==> src/design/e2d_pkg.sv <==
`default_nettype none

package e2d_pkg;

    localparam int ALU_W   = 18;
    localparam int REM_W   = 17;
    localparam int DAY_W   = 16;
    localparam int OFS_W   = 8;
    localparam int MUL_A_W = 25;
    localparam int MUL_B_W = 26;
    localparam int MUL_P_W = 51;

    // Division by a constant: q = (x * RECIP) >> Q_LSB, exact over the range each step sees.
    // Day and hour dividends are pre-shifted by the divisor's power of two, the minute one by 4.
    localparam logic [MUL_B_W-1:0] DAY_RECIP  = 26'd50903317;
    localparam logic [MUL_B_W-1:0] WEEK_RECIP = 26'd74899;
    localparam logic [MUL_B_W-1:0] HOUR_RECIP = 26'd9321;
    localparam logic [MUL_B_W-1:0] MIN_RECIP  = 26'd1093;
    localparam int                 DAY_Q_LSB  = 35;
    localparam int                 WEEK_Q_LSB = 19;
    localparam int                 HOUR_Q_LSB = 21;
    localparam int                 MIN_Q_LSB  = 14;

    // Divisors for the multiply-back that yields each remainder
    localparam logic [MUL_B_W-1:0] DAY_LEN_S     = 26'd86400;
    localparam logic [MUL_B_W-1:0] HOUR_LEN_S    = 26'd3600;
    localparam logic [MUL_B_W-1:0] MIN_LEN_S     = 26'd60;
    localparam logic [MUL_B_W-1:0] DAYS_PER_WEEK = 26'd7;

    // 2000-01-01 was a Saturday: a day count that is a multiple of seven is a Saturday,
    // otherwise the remainder is the weekday itself
    localparam logic [2:0]       WDAY_SAT     = 3'd7;
    localparam logic [11:0]      BASE_YEAR    = 12'd2000;
    localparam logic [8:0]       DAYS_COMMON  = 9'd365;
    localparam logic [8:0]       DAYS_LEAP    = 9'd366;
    localparam logic [OFS_W-1:0] YEAR_OFS_MAX = 8'd136;
    localparam logic [3:0]       MON_FEB      = 4'd1;
    localparam logic [3:0]       LAST_MONTH   = 4'd11;

    typedef enum logic [3:0] {
        S_IDLE,
        S_DAY_BACK,
        S_DAY_REM,
        S_WDAY_BACK,
        S_WDAY_REM,
        S_HOUR_BACK,
        S_HOUR_REM,
        S_MIN_QUO,
        S_MIN_BACK,
        S_MIN_REM,
        S_YEAR,
        S_MONTH,
        S_DONE
    } t_state;

    typedef struct packed {
        logic             ge;
        logic [ALU_W-1:0] diff;
    } t_alu_res;

    // Year as an offset from 2000: the only centuries in reach are 2000 (leap)
    // and 2100 (not leap)
    function automatic logic is_leap(input logic [OFS_W-1:0] ofs);
        return (ofs[1:0] == 2'b00) && (ofs != 8'd100) && (ofs != 8'd200);
    endfunction

    function automatic logic [4:0] month_len(input logic [3:0] mon, input logic leap);
        logic [4:0] len;
        unique case (mon)
            MON_FEB: len = leap ? 5'd29 : 5'd28;
            4'd3:    len = 5'd30;
            4'd5:    len = 5'd30;
            4'd8:    len = 5'd30;
            4'd10:   len = 5'd30;
            default: len = 5'd31;
        endcase
        return len;
    endfunction

endpackage

`default_nettype wire

==> src/design/e2d_in_if.sv <==
`default_nettype none

interface e2d_in_if;
    logic        valid;
    logic        ready;
    logic [31:0] epoch_secs;

    modport source (output valid, output epoch_secs, input ready);
    modport sink   (input valid, input epoch_secs, output ready);
endinterface

`default_nettype wire

==> src/design/e2d_out_if.sv <==
`default_nettype none

interface e2d_out_if;
    logic        valid;
    logic        ready;
    logic [11:0] year;
    logic [3:0]  month;
    logic [4:0]  day;
    logic [4:0]  hour;
    logic [5:0]  minute;
    logic [5:0]  sec;
    logic [2:0]  weekday;

    modport source (
        output valid, output year, output month, output day, output hour,
        output minute, output sec, output weekday, input ready
    );
    modport sink (
        input valid, input year, input month, input day, input hour,
        input minute, input sec, input weekday, output ready
    );
endinterface

`default_nettype wire

==> src/design/epoch_seconds_to_date_top.sv <==
// Sequence: from accept, the day, weekday, hour and minute divisions, then a walk over the
//   whole years passed and one over the months passed (to December at most), then hand-over.
// One item at a time: a new input is taken only in idle, once the last result is handed over.
// The result waits in an output register; a stalled output holds the sequencer in hand-over
//   only while that register is still full.
// Reset (synchronous, active low) returns the sequencer to idle and drops the result valid.
`default_nettype none

module epoch_seconds_to_date_top import e2d_pkg::*; (
    input  logic       i_clk,
    input  logic       i_rst_n,
    e2d_in_if.sink     i_in,
    e2d_out_if.source  o_out
);

    t_state             r_state, n_state;
    logic [REM_W-1:0]   r_secs;
    logic [MUL_P_W-1:0] r_prod;
    logic [REM_W-1:0]   r_rem;
    logic [DAY_W-1:0]   r_days;
    logic [OFS_W-1:0]   r_ofs;
    logic [3:0]         r_mon;
    logic [4:0]         r_hour;
    logic [5:0]         r_min;
    logic [5:0]         r_sec;
    logic [2:0]         r_wday;

    logic               r_o_valid;
    logic [11:0]        r_o_year;
    logic [3:0]         r_o_month;
    logic [4:0]         r_o_day;
    logic [4:0]         r_o_hour;
    logic [5:0]         r_o_min;
    logic [5:0]         r_o_sec;
    logic [2:0]         r_o_wday;

    logic [ALU_W-1:0]   alu_a, alu_b;
    t_alu_res           alu_res;
    logic [MUL_A_W-1:0] mul_a;
    logic [MUL_B_W-1:0] mul_b;
    logic [MUL_P_W-1:0] mul_p;
    logic               leap;
    logic               out_free;
    logic               load_out;

    assign leap      = is_leap(r_ofs);
    assign out_free  = !r_o_valid || o_out.ready;
    assign load_out  = (r_state == S_DONE) && out_free;

    assign i_in.ready = (r_state == S_IDLE);

    // Operand select for the shared unit: quotient by reciprocal, multiply back, subtract
    always_comb begin
        alu_a = '0;
        alu_b = '0;
        mul_a = '0;
        mul_b = '0;
        unique case (r_state)
            S_IDLE: begin
                mul_a = i_in.epoch_secs[31:7];
                mul_b = DAY_RECIP;
            end
            S_DAY_BACK: begin
                mul_a = {9'd0, r_prod[DAY_Q_LSB +: DAY_W]};
                mul_b = DAY_LEN_S;
            end
            S_DAY_REM: begin
                alu_a = {1'b0, r_secs};
                alu_b = {1'b0, r_prod[REM_W-1:0]};
                mul_a = {9'd0, r_days};
                mul_b = WEEK_RECIP;
            end
            S_WDAY_BACK: begin
                mul_a = {11'd0, r_prod[WEEK_Q_LSB +: 14]};
                mul_b = DAYS_PER_WEEK;
            end
            S_WDAY_REM: begin
                alu_a = {15'd0, r_days[2:0]};
                alu_b = {15'd0, r_prod[2:0]};
                mul_a = {12'd0, r_rem[16:4]};
                mul_b = HOUR_RECIP;
            end
            S_HOUR_BACK: begin
                mul_a = {20'd0, r_prod[HOUR_Q_LSB +: 5]};
                mul_b = HOUR_LEN_S;
            end
            S_HOUR_REM: begin
                alu_a = {6'd0, r_rem[11:0]};
                alu_b = {6'd0, r_prod[11:0]};
            end
            S_MIN_QUO: begin
                mul_a = {15'd0, r_rem[11:2]};
                mul_b = MIN_RECIP;
            end
            S_MIN_BACK: begin
                mul_a = {19'd0, r_prod[MIN_Q_LSB +: 6]};
                mul_b = MIN_LEN_S;
            end
            S_MIN_REM: begin
                alu_a = {12'd0, r_rem[5:0]};
                alu_b = {12'd0, r_prod[5:0]};
            end
            S_YEAR: begin
                alu_a = {2'b00, r_days};
                alu_b = {9'd0, leap ? DAYS_LEAP : DAYS_COMMON};
            end
            S_MONTH: begin
                alu_a = {2'b00, r_days};
                alu_b = {13'd0, month_len(r_mon, leap)};
            end
            S_DONE: begin
            end
            default: begin
            end
        endcase
    end

    e2d_alu u_alu (
        .i_a     (alu_a),
        .i_b     (alu_b),
        .i_mul_a (mul_a),
        .i_mul_b (mul_b),
        .o_res   (alu_res),
        .o_prod  (mul_p)
    );

    always_ff @(posedge i_clk) begin
        if (!i_rst_n) begin
            r_state <= S_IDLE;
        end else begin
            r_state <= n_state;
        end
    end

    always_comb begin
        n_state = r_state;
        unique case (r_state)
            S_IDLE:      if (i_in.valid) n_state = S_DAY_BACK;
            S_DAY_BACK:  n_state = S_DAY_REM;
            S_DAY_REM:   n_state = S_WDAY_BACK;
            S_WDAY_BACK: n_state = S_WDAY_REM;
            S_WDAY_REM:  n_state = S_HOUR_BACK;
            S_HOUR_BACK: n_state = S_HOUR_REM;
            S_HOUR_REM:  n_state = S_MIN_QUO;
            S_MIN_QUO:   n_state = S_MIN_BACK;
            S_MIN_BACK:  n_state = S_MIN_REM;
            S_MIN_REM:   n_state = S_YEAR;
            S_YEAR:      if (!alu_res.ge) n_state = S_MONTH;
            S_MONTH:     if (r_mon == LAST_MONTH || !alu_res.ge) n_state = S_DONE;
            S_DONE:      if (out_free) n_state = S_IDLE;
            default:     n_state = S_IDLE;
        endcase
    end

    always_ff @(posedge i_clk) begin
        // Hold each product for the step that follows
        r_prod <= mul_p;
        unique case (r_state)
            S_IDLE: begin
                if (i_in.valid) r_secs <= i_in.epoch_secs[REM_W-1:0];
            end
            S_DAY_BACK: begin
                r_days <= r_prod[DAY_Q_LSB +: DAY_W];
            end
            S_DAY_REM: begin
                r_rem <= alu_res.diff[REM_W-1:0];
            end
            S_WDAY_BACK: begin
            end
            S_WDAY_REM: begin
                r_wday <= (alu_res.diff[2:0] == 3'd0) ? WDAY_SAT : alu_res.diff[2:0];
            end
            S_HOUR_BACK: begin
                r_hour <= r_prod[HOUR_Q_LSB +: 5];
            end
            S_HOUR_REM: begin
                r_rem <= {5'd0, alu_res.diff[11:0]};
            end
            S_MIN_QUO: begin
            end
            S_MIN_BACK: begin
                r_min <= r_prod[MIN_Q_LSB +: 6];
            end
            S_MIN_REM: begin
                r_sec <= alu_res.diff[5:0];
                r_ofs <= '0;
            end
            S_YEAR: begin
                if (alu_res.ge) begin
                    r_days <= alu_res.diff[DAY_W-1:0];
                    r_ofs  <= r_ofs + 8'd1;
                end else begin
                    r_mon <= '0;
                end
            end
            S_MONTH: begin
                if (r_mon != LAST_MONTH && alu_res.ge) begin
                    r_days <= alu_res.diff[DAY_W-1:0];
                    r_mon  <= r_mon + 4'd1;
                end
            end
            S_DONE: begin
            end
            default: begin
            end
        endcase
    end

    always_ff @(posedge i_clk) begin
        if (!i_rst_n) begin
            r_o_valid <= 1'b0;
        end else if (load_out) begin
            r_o_valid <= 1'b1;
        end else if (o_out.ready) begin
            r_o_valid <= 1'b0;
        end
    end

    always_ff @(posedge i_clk) begin
        if (load_out) begin
            r_o_year  <= BASE_YEAR + {4'd0, r_ofs};
            r_o_month <= r_mon + 4'd1;
            r_o_day   <= r_days[4:0] + 5'd1;
            r_o_hour  <= r_hour;
            r_o_min   <= r_min;
            r_o_sec   <= r_sec;
            r_o_wday  <= r_wday;
        end
    end

    assign o_out.valid   = r_o_valid;
    assign o_out.year    = r_o_year;
    assign o_out.month   = r_o_month;
    assign o_out.day     = r_o_day;
    assign o_out.hour    = r_o_hour;
    assign o_out.minute  = r_o_min;
    assign o_out.sec     = r_o_sec;
    assign o_out.weekday = r_o_wday;

    a_accept_starts: assert property (@(posedge i_clk) disable iff (!i_rst_n)
        (i_in.valid && i_in.ready) |=> (r_state == S_DAY_BACK))
        else $error("accepted beat did not start the day division");

    a_valid_from_done: assert property (@(posedge i_clk) disable iff (!i_rst_n)
        $rose(o_out.valid) |-> ($past(r_state) == S_DONE))
        else $error("result valid rose outside the hand-over state");

    a_year_range: assert property (@(posedge i_clk) disable iff (!i_rst_n)
        (r_state == S_YEAR) |-> (r_ofs <= YEAR_OFS_MAX))
        else $error("year walk ran past the last reachable year");

    a_month_range: assert property (@(posedge i_clk) disable iff (!i_rst_n)
        (r_state == S_MONTH) |-> (r_mon <= LAST_MONTH && r_days < 16'd366))
        else $error("month walk out of range");

endmodule

`default_nettype wire

==> src/design/e2d_alu.sv <==
`default_nettype none

module e2d_alu import e2d_pkg::*; (
    input  logic [ALU_W-1:0]   i_a,
    input  logic [ALU_W-1:0]   i_b,
    input  logic [MUL_A_W-1:0] i_mul_a,
    input  logic [MUL_B_W-1:0] i_mul_b,
    output t_alu_res           o_res,
    output logic [MUL_P_W-1:0] o_prod
);

    logic [ALU_W:0] sub;

    // Borrow out of the top bit means a < b
    assign sub        = {1'b0, i_a} - {1'b0, i_b};
    assign o_res.ge   = ~sub[ALU_W];
    assign o_res.diff = sub[ALU_W-1:0];

    assign o_prod = {{MUL_B_W{1'b0}}, i_mul_a} * {{MUL_A_W{1'b0}}, i_mul_b};

endmodule

`default_nettype wire

==> src/flat_wrapper.sv <==
// flat-port wrapper written by rule: the top's interface ports become plain ports
module epoch_seconds_to_date_top_flat import e2d_pkg::*;
  (i_clk, i_rst_n, i_in_valid, i_in_epoch_secs, i_in_ready, o_out_valid, o_out_year, o_out_month, o_out_day, o_out_hour, o_out_minute, o_out_sec, o_out_weekday, o_out_ready);
  e2d_in_if i_in_i ();
  e2d_out_if o_out_i ();
  input  logic i_clk;
  input  logic i_rst_n;
  input wire logic [$bits(i_in_i.valid)-1:0] i_in_valid;
  input wire logic [$bits(i_in_i.epoch_secs)-1:0] i_in_epoch_secs;
  output wire logic [$bits(i_in_i.ready)-1:0] i_in_ready;
  output wire logic [$bits(o_out_i.valid)-1:0] o_out_valid;
  output wire logic [$bits(o_out_i.year)-1:0] o_out_year;
  output wire logic [$bits(o_out_i.month)-1:0] o_out_month;
  output wire logic [$bits(o_out_i.day)-1:0] o_out_day;
  output wire logic [$bits(o_out_i.hour)-1:0] o_out_hour;
  output wire logic [$bits(o_out_i.minute)-1:0] o_out_minute;
  output wire logic [$bits(o_out_i.sec)-1:0] o_out_sec;
  output wire logic [$bits(o_out_i.weekday)-1:0] o_out_weekday;
  input wire logic [$bits(o_out_i.ready)-1:0] o_out_ready;
  assign i_in_i.valid = i_in_valid;
  assign i_in_i.epoch_secs = i_in_epoch_secs;
  assign i_in_ready = i_in_i.ready;
  assign o_out_valid = o_out_i.valid;
  assign o_out_year = o_out_i.year;
  assign o_out_month = o_out_i.month;
  assign o_out_day = o_out_i.day;
  assign o_out_hour = o_out_i.hour;
  assign o_out_minute = o_out_i.minute;
  assign o_out_sec = o_out_i.sec;
  assign o_out_weekday = o_out_i.weekday;
  assign o_out_i.ready = o_out_ready;
  epoch_seconds_to_date_top u_core (.i_clk(i_clk), .i_rst_n(i_rst_n), .i_in(i_in_i), .o_out(o_out_i));
endmodule
==> config.mk <==
export PLATFORM = sky130hd
export DESIGN_NAME = epoch_seconds_to_date_top_flat
export DESIGN_NICKNAME = d
export VERILOG_FILES = /design/src/design/e2d_pkg.sv /design/src/design/e2d_in_if.sv /design/src/design/e2d_out_if.sv /design/src/design/epoch_seconds_to_date_top.sv /design/src/design/e2d_alu.sv /design/src/flat_wrapper.sv
export SDC_FILE = /design/constraint.sdc
export NUM_CORES = 1
export LEC_CHECK = 0
export ABC_AREA = 0
export BUFFER_PORTS_ARGS = -buffer_cell sky130_fd_sc_hd__buf_2
export CAP_MARGIN = 20
export CORE_MARGIN = 10
export CORE_UTILIZATION = 40
export CTS_BUF_LIST = sky130_fd_sc_hd__clkbuf_2
export DETAILED_ROUTE_END_ITERATION = 8
export GPL_TIMING_DRIVEN = 0
export PLACE_DENSITY = 0.63
export SLEW_MARGIN = 10
export SYNTH_ARGS = -nofsm -noshare
export SYNTH_HDL_FRONTEND = slang
export SYNTH_SLANG_ARGS = --single-unit
==> constraint.sdc <==
create_clock -name i_clk -period 10.69 [get_ports i_clk]
set_input_delay 1.069 -clock i_clk [delete_from_list [all_inputs] [get_ports i_clk]]
set_output_delay 1.069 -clock i_clk [all_outputs]
set_load 0.02 [all_outputs]
==> impl_metrics.toml <==
[floorplan]
rows = 89
coreArea_um2 = 59000
die_w_um = 264
io_pins = 79
start_util_pct = 40.4
die_h_um = 264
die_area_um2 = 69800

[layout]
fillCellCount = 5823
layout.nets = 3341
drive_gt1_share_pct = 6.46
fin_cells = 3426
areaGrowthSynthToFinish_pct = 8.94

[sta]
min_period_ns = 10.21
slew_violations = 0
finalCritPeriodShare_pct = 95.5
fmax_ghz = 0.0979
tns_ns = 0
tightest_slew_ns = 1.22
hold_viol = 0
maxSlewHeadroom_pct = 18.9
fin_skew_ns = 0.107
rsz0062_at_grt = "no"
setup_violations = 0

[min_path]
hold_class = "input port to flip-flop"
hp-start = "i_in_epoch_secs[2]"
holdPathStages = 1

[route]
via_count = 17500
route.met3.wl_mm = 5.84
drtIter0Drc = 1434
routed.top_layer = "met5"
met1Wirelength_mm = 29.3
drtAntennaViolNets = 0
wl_met2_mm = 35.0
drt-wirelength-per-cell_um = 21.3
drt-total-wl_mm = 72.9
drc_errors = 0
dr.pass1.iters = 6
viasPerCell = 5.12

[synth]
syn_inst = 2430
synthTopCellsByCount = "673 x inv_1, 401 x fa_1, 268 x ha_1"
yosysSeqAreaShare_pct = 19.9
ys_ff_latch = 176
synth_area_um2 = 23800
yosys_warnings = 0
synth_flop_cell = "edfxtp_1"
yosysMostFrequentCell = "inv_1"
yosysTopAreaCellShare_pct = 33.7
avgSynthCellArea_um2 = 9.81
async_flop_share_pct = 0
synth_edf_count = 122
synth.area.top_cells = "fa_1 34%, edfxtp_1 15%, ha_1 14%, inv_1 11%, dfxtp_1 4.5%"
yosys.area.top_type = "fa_1"
yosysUniqueCellTypes = 78

[critical_path]
cp-start-kind = "flip-flop"
critPathTopFamily = "adder cells"
cpPeakStageDelay_ns = 0.64
crit_fanout = 10
cp.depth = 32
rrSetupSlack_ns = 0.48
cp.arrival_ns = 11.09
cp-endpoint = "u_core.r_prod[44]$_DFF_P_"
cp.buffers_inverters = 10
cp.required_ns = 11.57
rr_endpoint = "u_core.r_prod[44]$_DFF_P_"
slowest_stage = "fa_1"
startpoint = "u_core.r_state[0]$_SDFFE_PN0P_"
r2r.worst_path.cells = 32
cp_common_cell = "fa_1"
endpoint_kind = "flip-flop"
timing.rr.start = "u_core.r_state[0]$_SDFFE_PN0P_"
crit_type = "flip-flop to flip-flop"

[place]
dpl.hpwl_mm = 63.8
gp_congestion = 0.986
place_inst = 3390
portBuffers = 78

[clock_network]
cts_hold_buffers = 0
cts_made_buffers = 17
cts_buffer_depth = 2
cts_tree = "built"
clk_pin_slew_ns = 0.29
htreeDepth = 4
clock-root-buffer = "clkbuf_2"
clk_latency_ns = 1.07
clock-sinks = 176

[global_route]
gr-usage-all-layers_pct = 21.3
grt_overflow = 0
grt_pass1_wl_mm = 112
first_global_vias = 18800
antenna_found_initial = 3
grt_max_degree = 19

[job]
cap_viol_max_count = 0

[outcome]
status = "completed"
-- registers in the layout, summed over array words and instances (netlist names), 6 cells and up --
name	cells
u_core.r_prod	49
u_core.r_rem	17
u_core.r_min	6
u_core.r_sec	6
u_core.r_ofs	8
u_core.r_days	16
u_core.o_out.minute	6
u_core.r_secs	17
u_core.o_out.sec	6
u_core.o_out.year	11
-- metal layers --
metal / vias to the layer above / global-route usage [%]
li1: 7926 / -
met1: 8812 / 26.5
met2: 658 / 35.0
met3: 135 / 5.31
met4: 4 / 8.42
met5: - / 0
-- cells by family after synthesis --
family                     count (synthesis)  synth area share [%]
DFF                                      176                  19.9
other                                      2                0.0315
and+or+nand+nor                          471                  9.18
buffers and inverters                    726                  11.6
adders and majority gates                669                  47.7
muxes                                      5                 0.236
AOI/OAI and AO/OA                        315                  8.89
xor gates and xnor gates                  66                  2.42
-- stage by stage --
stage          utilization, %  hold WS, ns  instance area, um2  worst slack [ns]
2_1_floorplan               -        0.400               24200              2.82
3_3_place_gp             43.3        0.401               25600             0.462
3_5_place_dp             43.5        0.405               25700             0.440
4_1_cts                  44.0        0.141               26000             0.314
5_1_grt                  44.0        0.185               26000             0.179
6_report                 44.0        0.215               26000             0.478
-- how the worst min path moves through the flow --
stage | end | slack [ns]
after floorplan | u_core.o_out.hour[0]$_DFFE_PP_ | 0.40
after global placement | u_core.o_out.sec[3]$_DFFE_PP_ | 0.40
after detailed placement | u_core.o_out.weekday[0]$_DFFE_PP_ | 0.40
after CTS | u_core.r_secs[2]$_DFFE_PP_ | 0.14
after global routing | u_core.r_secs[6]$_DFFE_PP_ | 0.19
final | u_core.r_secs[2]$_DFFE_PP_ | 0.22
-- layout by cell type, fill, tap and decap left out, types with 5 or more instances in the layout --
cell / instances
clkbuf_2: 19
edfxtp_1: 122
nor3_1: 20
a22o_1: 5
buf_4: 8
nand2b_1: 14
inv_8: 5
and3_1: 16
o21ai_0: 50
nor2b_1: 12
a21o_1: 24
buf_1: 5
or2_2: 5
a31oi_1: 13
dfxtp_1: 54
xor2_1: 20
o21a_1: 15
o21bai_1: 13
fa_1: 401
nand2_1: 201
inv_1: 673
a22oi_1: 26
mux2_2: 5
ha_1: 268
nor2_1: 82
a222oi_1: 12
buf_2: 89
nor3_2: 6
a21oi_1: 92
a211oi_1: 11
xnor2_1: 46
clkbuf_1: 31
conb_1: 101
nand3_1: 33
nand4_1: 14
and2_1: 53
-- what timing repair did --
item	CTS	global route
setup buffers	0	0
gates resized for setup	0	1
hold endpoints to repair	0	0
setup endpoints to repair	0	6
-- final cells by class --
class                      count  area (um2)  area share, %
timing repair buffer          88         500           1.93
clock buffer                  17        85.1          0.328
tap                          773         967           3.72
multi-input combinational   1627       16700           64.4
inverter                     673        2530           9.73
clock inverter                15         171          0.660
sequential                   176        4740           18.3
antenna                        4        10.0         0.0385
buffer                        53         238          0.915
Power is not shown: default switching activity piles up to over one toggle a cycle in this logic, so the estimate is an artifact.
